File: config.mk
export PLATFORM = sky130hd
export DESIGN_NAME = shortest_job_first_ready_queue_core
export DESIGN_NICKNAME = d
export VERILOG_FILES = /design/src/design/sjfq_pkg.sv /design/src/design/sjfq_ram.sv /design/src/design/shortest_job_first_ready_queue_core.sv
export SDC_FILE = /design/constraint.sdc
export NUM_CORES = 1
export LEC_CHECK = 0
export ABC_AREA = 0
export CAP_MARGIN = 20
export CORE_UTILIZATION = 63
export DETAILED_ROUTE_END_ITERATION = 12
export DONT_BUFFER_PORTS = 1
export PLACE_DENSITY = 0.79
export SLEW_MARGIN = 20
export SYNTH_ARGS = -nofsm -noshare
export SYNTH_HDL_FRONTEND = slang
export SYNTH_SLANG_ARGS = --single-unit
File: constraint.sdc
create_clock -name clk -period 5.6 [get_ports clk]
set_input_delay 1.12 -clock clk [delete_from_list [all_inputs] [get_ports clk]]
set_output_delay 1.12 -clock clk [all_outputs]
set_load 0.02 [all_outputs]
File: src/design/sjfq_pkg.sv
// ----------------------------------------------------------------------------
// sjfq_pkg
// Shared types and codes for the shortest-job-first ready queue.
// ----------------------------------------------------------------------------
package sjfq_pkg;

  // one queue entry as stored in the entry memory
  typedef struct packed {
    logic [15:0] burst;
    logic [15:0] id;
  } entry_t;

  localparam logic OP_INSERT = 1'b0;
  localparam logic OP_POP    = 1'b1;

  localparam logic [1:0] STATUS_OK    = 2'd0;
  localparam logic [1:0] STATUS_EMPTY = 2'd1;
  localparam logic [1:0] STATUS_FULL  = 2'd2;

endpackage

File: src/design/sjfq_ram.sv
// ----------------------------------------------------------------------------
// sjfq_ram
// Entry memory: one write port, one read port, registered read data.
// ----------------------------------------------------------------------------
module sjfq_ram #(
  parameter int DEPTH = 32,
  parameter int AW    = 5
) (
  input  logic             clk,
  input  logic             wr_en,
  input  logic [AW-1:0]    wr_addr,
  input  sjfq_pkg::entry_t wr_data,
  input  logic             rd_en,
  input  logic [AW-1:0]    rd_addr,
  output sjfq_pkg::entry_t rd_data
);
  import sjfq_pkg::*;

  entry_t mem [DEPTH];

  always_ff @(posedge clk) begin
    if (wr_en) begin
      mem[wr_addr] <= wr_data;
    end
  end

  always_ff @(posedge clk) begin
    if (rd_en) begin
      rd_data <= mem[rd_addr];
    end
  end

endmodule

File: src/design/shortest_job_first_ready_queue_core.sv
// ----------------------------------------------------------------------------
// shortest_job_first_ready_queue_core
// Ready queue kept sorted by burst time, smallest burst at the head.
// ----------------------------------------------------------------------------
// Sequence: a pop reads the head entry, then registers it; an empty pop or a
//   rejected insert goes straight to the result; an insert walks from the tail
//   toward the head, shifting entries up, then writes the new entry in the gap.
// Throughput: one word at a time; next word is taken once the result is
//   registered, while that result still waits on the output side.
// Reset: synchronous, clears count, head pointer and handshakes; the memory
//   is not cleared (entries at or beyond the count are never read).
// ----------------------------------------------------------------------------
module shortest_job_first_ready_queue_core #(
  parameter int QUEUE_DEPTH = 32
) (
  input  logic        clk,
  input  logic        rst,
  // input channel
  input  logic        in_valid,
  output logic        in_ready,
  input  logic        operation,
  input  logic [15:0] process_id,
  input  logic [15:0] burst_time,
  // result channel
  output logic        res_valid,
  input  logic        res_ready,
  output logic [1:0]  status,
  output logic        out_valid,
  output logic [15:0] out_process_id,
  output logic [15:0] out_burst_time,
  output logic [5:0]  occupancy
);
  import sjfq_pkg::*;

  localparam int AW = (QUEUE_DEPTH > 1) ? $clog2(QUEUE_DEPTH) : 1;
  localparam int CW = $clog2(QUEUE_DEPTH + 1);
  localparam logic [CW-1:0] DEPTH_C = CW'(QUEUE_DEPTH);
  localparam logic [AW:0]   DEPTH_W = (AW + 1)'(QUEUE_DEPTH);

  typedef enum logic [2:0] {
    IDLE, DISPATCH, WALK, PLACE, POP, FINISH
  } state_t;

  state_t        state;
  logic [AW-1:0] head;      // physical address of logical position 0
  logic [CW-1:0] count;
  logic [AW-1:0] k;         // logical position whose entry is in rd_data
  logic          op_q;
  logic [15:0]   pid_q;
  logic [15:0]   burst_q;
  logic [1:0]    pend_status;
  logic          pend_valid;
  logic [15:0]   pend_id;
  logic [15:0]   pend_burst;

  logic          wr_en;
  logic [AW-1:0] wr_addr;
  entry_t        wr_data;
  logic          rd_en;
  logic [AW-1:0] rd_addr;
  entry_t        rd_data;
  entry_t        new_entry;
  logic          shift_up;

  // logical position -> physical address in the circular buffer
  function automatic logic [AW-1:0] phys(input logic [AW-1:0] base,
                                          input logic [AW-1:0] idx);
    logic [AW:0] s;
    s = {1'b0, base} + {1'b0, idx};
    if (s >= DEPTH_W) begin
      s = s - DEPTH_W;
    end
    return s[AW-1:0];
  endfunction

  assign in_ready  = (state == IDLE);
  assign new_entry = '{burst: burst_q, id: pid_q};
  // stored entry moves up one place when its burst is not below the new one
  assign shift_up  = (rd_data.burst >= burst_q);

  sjfq_ram #(
    .DEPTH (QUEUE_DEPTH),
    .AW    (AW)
  ) u_ram (
    .clk     (clk),
    .wr_en   (wr_en),
    .wr_addr (wr_addr),
    .wr_data (wr_data),
    .rd_en   (rd_en),
    .rd_addr (rd_addr),
    .rd_data (rd_data)
  );

  // memory port control
  always_comb begin
    wr_en   = 1'b0;
    wr_addr = head;
    wr_data = new_entry;
    rd_en   = 1'b0;
    rd_addr = head;
    case (state)
      DISPATCH: begin
        if (op_q == OP_POP) begin
          rd_en = (count != '0);
        end else if (count == '0) begin
          wr_en = 1'b1;                       // empty queue: new head
        end else if (count != DEPTH_C) begin
          rd_en   = 1'b1;                     // start walk at the tail
          rd_addr = phys(head, AW'(count - 1'b1));
        end
      end
      WALK: begin
        wr_en   = 1'b1;
        wr_addr = phys(head, k + 1'b1);
        if (shift_up) begin
          wr_data = rd_data;
          if (k != '0) begin
            rd_en   = 1'b1;
            rd_addr = phys(head, k - 1'b1);
          end
        end
      end
      PLACE: begin
        wr_en = 1'b1;                         // new entry at the head
      end
      default: begin
      end
    endcase
  end

  always_ff @(posedge clk) begin
    if (rst) begin
      state     <= IDLE;
      head      <= '0;
      count     <= '0;
      res_valid <= 1'b0;
    end else begin
      if (res_valid && res_ready && state != FINISH) begin
        res_valid <= 1'b0;
      end
      case (state)
        IDLE: begin
          if (in_valid) begin
            op_q    <= operation;
            pid_q   <= process_id;
            burst_q <= burst_time;
            state   <= DISPATCH;
          end
        end
        DISPATCH: begin
          pend_valid <= 1'b0;
          pend_id    <= '0;
          pend_burst <= '0;
          if (op_q == OP_POP) begin
            if (count == '0) begin
              pend_status <= STATUS_EMPTY;
              state       <= FINISH;
            end else begin
              pend_status <= STATUS_OK;
              state       <= POP;
            end
          end else if (count == DEPTH_C) begin
            pend_status <= STATUS_FULL;
            state       <= FINISH;
          end else if (count == '0) begin
            pend_status <= STATUS_OK;
            count       <= count + 1'b1;
            state       <= FINISH;
          end else begin
            pend_status <= STATUS_OK;
            k           <= AW'(count - 1'b1);
            state       <= WALK;
          end
        end
        WALK: begin
          if (shift_up) begin
            if (k == '0) begin
              state <= PLACE;
            end else begin
              k <= k - 1'b1;
            end
          end else begin
            count <= count + 1'b1;
            state <= FINISH;
          end
        end
        PLACE: begin
          count <= count + 1'b1;
          state <= FINISH;
        end
        POP: begin
          pend_valid <= 1'b1;
          pend_id    <= rd_data.id;
          pend_burst <= rd_data.burst;
          head       <= phys(head, AW'(1));
          count      <= count - 1'b1;
          state      <= FINISH;
        end
        FINISH: begin
          // hand over once the result register is free
          if (!res_valid || res_ready) begin
            res_valid      <= 1'b1;
            status         <= pend_status;
            out_valid      <= pend_valid;
            out_process_id <= pend_id;
            out_burst_time <= pend_burst;
            occupancy      <= 6'(count);
            state          <= IDLE;
          end
        end
        default: begin
          state <= IDLE;
        end
      endcase
    end
  end

endmodule
==> key figures <==
Worst setup path
  – CP Capture Type: register
  – R2R cell count: 12
  – Startpoint types: register
  – Worst Path Max Fanout: 24
  – CP Data Required Time: 6040 ps
  – Critical path type: reg -> reg
  – Crit path DAT: 5540 ps

Clock tree
  – Clock Pin Slew Worst Setup and Hold Paths: 70 ps
  – Post-CTS setup buffer count: 0
  – CTS tree: built
  – Htree depth: 3
  – Clk Latency, worst-skew pair: 680 ps
  – Clk sink count: 1185
  – Post_cts resized: 0
  – Number of buffers created by CTS: 112
  – CTS Buffer Depth: 3
  – Post-CTS Hold Buffers: 0
  – Clock root cell: clkbuf_16

STA
  – Final setup vio count: 0
  – Slew Limit Fails: 0
  – Final Skew: 30.3 ps
  – Final WS setup: 495 ps
  – Unrepaired setup endpoints after global routing: false
  – Endpoints failing hold: 0
  – Max Fclk: 0.196 GHz
  – TNS Setup: 0 ps
  – Slew HR: 23.9%
  – Worst-Margin Slew: 1140 ps
  – Fin crit share: 91.2%
  – Min cycle time layout: 5100 ps

Placement
  – I/O Buffers: 0
  – Dpl ws: 835 ps
  – GP Congestion: 0.888
  – DP Area: 49100 sq um
  – Post-DP HPWL: 70100 um

Run status
  – Run status: finished, final reports clean

Logic synthesis
  – Leading area contributor after synthesis: edfxtp_1
  – Synthesized flop and latch total: 1185
  – Yosys cell types: 55
  – Post-synthesis sequential area ratio: 74.9%
  – Area contributors post-synth: edfxtp_1 74%, nand2_1 5.2%, mux4_2 3.0%
  – Synth Cell Area: 47300 sq um
  – Synth Net Count: 3205
  – Post-synth ARST share: 0%
  – Top cell type's share of synthesized area: 74.3%
  – Mapped Cells: 3133
  – Syn avg cell area: 15.1 sq um
  – Post-synth top flop: edfxtp_1
  – EDFF count, synth: 1170
  – Yosys warns: 0

Route
  – DR WL/cell: 30.3 um
  – DRC: 0
  – Final ANT Viol Nets: 0
  – Vias: 29300
  – WL final: 127000 um
  – Initial detailed-routing violation count: 4585
  – DR vias/cell: 6.99
  – Pre-antenna DRT Iters: 8

Hold path
  – Hold WC Path Type: reg -> reg
  – Hold depth: 0

Power and ir drop
  – Internal: 0.0175 W
  – Pwr dens: 491 nW/um^2
  – Combinational share of power: 29.2%
  – NetSw: 0.00854 W
  – Sw Share: 32.9%
  – Leak pwr: 17.9 nW
  – VDD IR-drop max: 344 uV
  – Overall Power: 0.0260 W
  – Sequential power share: 41.1%
  – Clk network pwr share: 29.7%

Final layout
  – Share of layout cells above drive strength 1: 13.4%
  – Reg area: 35400 sq um
  – # nets final: 3204
  – Fillers: 4285
  – Design area: 52900 sq um
  – Area Growth Syn to Fin: 11.9%
  – Multi-input gate area: 11400 sq um

Die
  – Core area: 74300 sq um
  – Die ar.: 76200 sq um
  – Die width: 276 um
  – Boundary Pins: 80
  – Site row count: 100
  – Starting Density: 63.6%
  – Die Y: 276 um

Global routing
  – Number of global-route vias before repair: 28600
  – First-pass GRT wire length: 183000 um
  – Overflow after GRT: 0
  – Antenna violations before repair: 5
  – Total GRT Usage: 33.4%
  – Largest net degree at the start of global routing: 131

Run
  – Max-cap viol count: 0
==> kinds of logic (layout without fill, tap and decap cells) <==
| logic type | Yosys count | in the layout | synth area share (%) |
|---|---|---|---|
| adder cells (fa/ha/maj) | 35 | 35 | 0.974 |
| AO/OA/AOI/OAI | 432 | 432 | 6.71 |
| other | 0 | 5 | 0 |
| multiplexers | 152 | 152 | 4.91 |
| buffers and inverters | 228 | 315 | 2.06 |
| AND/OR/NAND/NOR | 1072 | 1072 | 9.87 |
| XOR/XNOR | 29 | 29 | 0.537 |
| flip-flops | 1185 | 1185 | 74.9 |
==> path summary, 6_finish.rpt <==
| check | start | end | slack [ps] |
|---|---|---|---|
| setup / recovery | u_ram.rd_data[16] | u_ram.rd_data[17] | 500 |
| hold / removal | pend_id[3] | out_process_id[3] | 420 |
| setup reg to reg | u_ram.rd_data[16] | u_ram.rd_data[17] | 500 |
| hold reg to reg | pend_id[3] | out_process_id[3] | 420 |
==> cell type report <==
cell class / count / share of cell area [%]
clock inverters: 77 / 1.62
well taps: 969 / 2.29
clock buffers: 125 / 5.47
multi-input cells: 1720 / 21.5
flip-flops and latches: 1185 / 67.0
repair buffers: 83 / 1.92
inverters: 30 / 0.213
diodes: 5 / 0.0236
==> per-layer routing <==
metal  share of wire [%]  track usage (%)  vias to the layer above
met4                 5.6             18.3                        6
met1                  34             43.0                    14500
met3                  13             7.83                      488
met2                  48             53.1                     2376
li1                    -                -                    12000
met5               0.024                0                        -
==> sequential cells by signal (all words and copies together) (netlist names), 6 cells and up <==
signal / flops
u_ram.mem: 1024
u_ram.rd_data: 32
burst_q: 16
out_burst_time: 16
out_process_id: 16
pend_burst: 16
pend_id: 16
pid_q: 16
count: 6
occupancy: 6
==> synth_stat cells, types with 62 or more instances <==
| master | n |
|---|---|
| a21oi_1 | 88 |
| a31oi_1 | 69 |
| a32oi_1 | 65 |
| and3_1 | 102 |
| buf_2 | 65 |
| clkbuf_1 | 109 |
| edfxtp_1 | 1170 |
| mux2i_1 | 72 |
| mux4_2 | 62 |
| nand2_1 | 652 |
| nand3_1 | 138 |
| nor2_1 | 102 |
==> through the flow <==
| step | util (%) | hold WS, ps | cells |
|---|---|---|---|
| 6_report | 71.2 | 418 | 4194 |
| 5_1_grt | 71.2 | 421 | 4191 |
| 3_5_place_dp | 66.0 | 405 | 3986 |
| 4_1_cts | 71.0 | 417 | 4188 |
| 2_1_floorplan | - | 400 | 3133 |
| 3_3_place_gp | 66.0 | 404 | 3986 |
==> critical path, cell delays in order (launching register included) <==
cell and delay, ps:
edfxtp_1 410, inv_1 240, ha_1 240, nor2b_1 70, o211a_1 200, o311ai_1 850, and3_1 560, nor2_1 150
a221oi_2 540, or2_2 650, buf_12 260, o21ai_0 160, a2111oi_2 520
==> power groups by stage <==
stage	Combinational, W	Clock [W]	Sequential, W
2_1_floorplan	0.00520	0	0.0107
3_5_place_dp	0.00731	0	0.0109
5_1_grt	0.00803	0.00807	0.0107
6_report	0.00759	0.00773	0.0107
3_3_place_gp	0.00706	0	0.0108
4_1_cts	0.00744	0.00774	0.0107
==> cells in the final DEF, fill, tap and decap left out, drive strengths merged, types with 65 or more instances in the layout <==
master | synthesis | routed
edfxtp | 1170 | 1170
clkbuf | 110 | 125
nor2 | 102 | 102
nand2 | 652 | 652
a32oi | 65 | 65
and3 | 102 | 102
mux2i | 72 | 72
a31oi | 69 | 69
nand3 | 138 | 138
a21oi | 88 | 88
buf | 88 | 83
No activity file was read; power rests on OpenSTA's default activity.
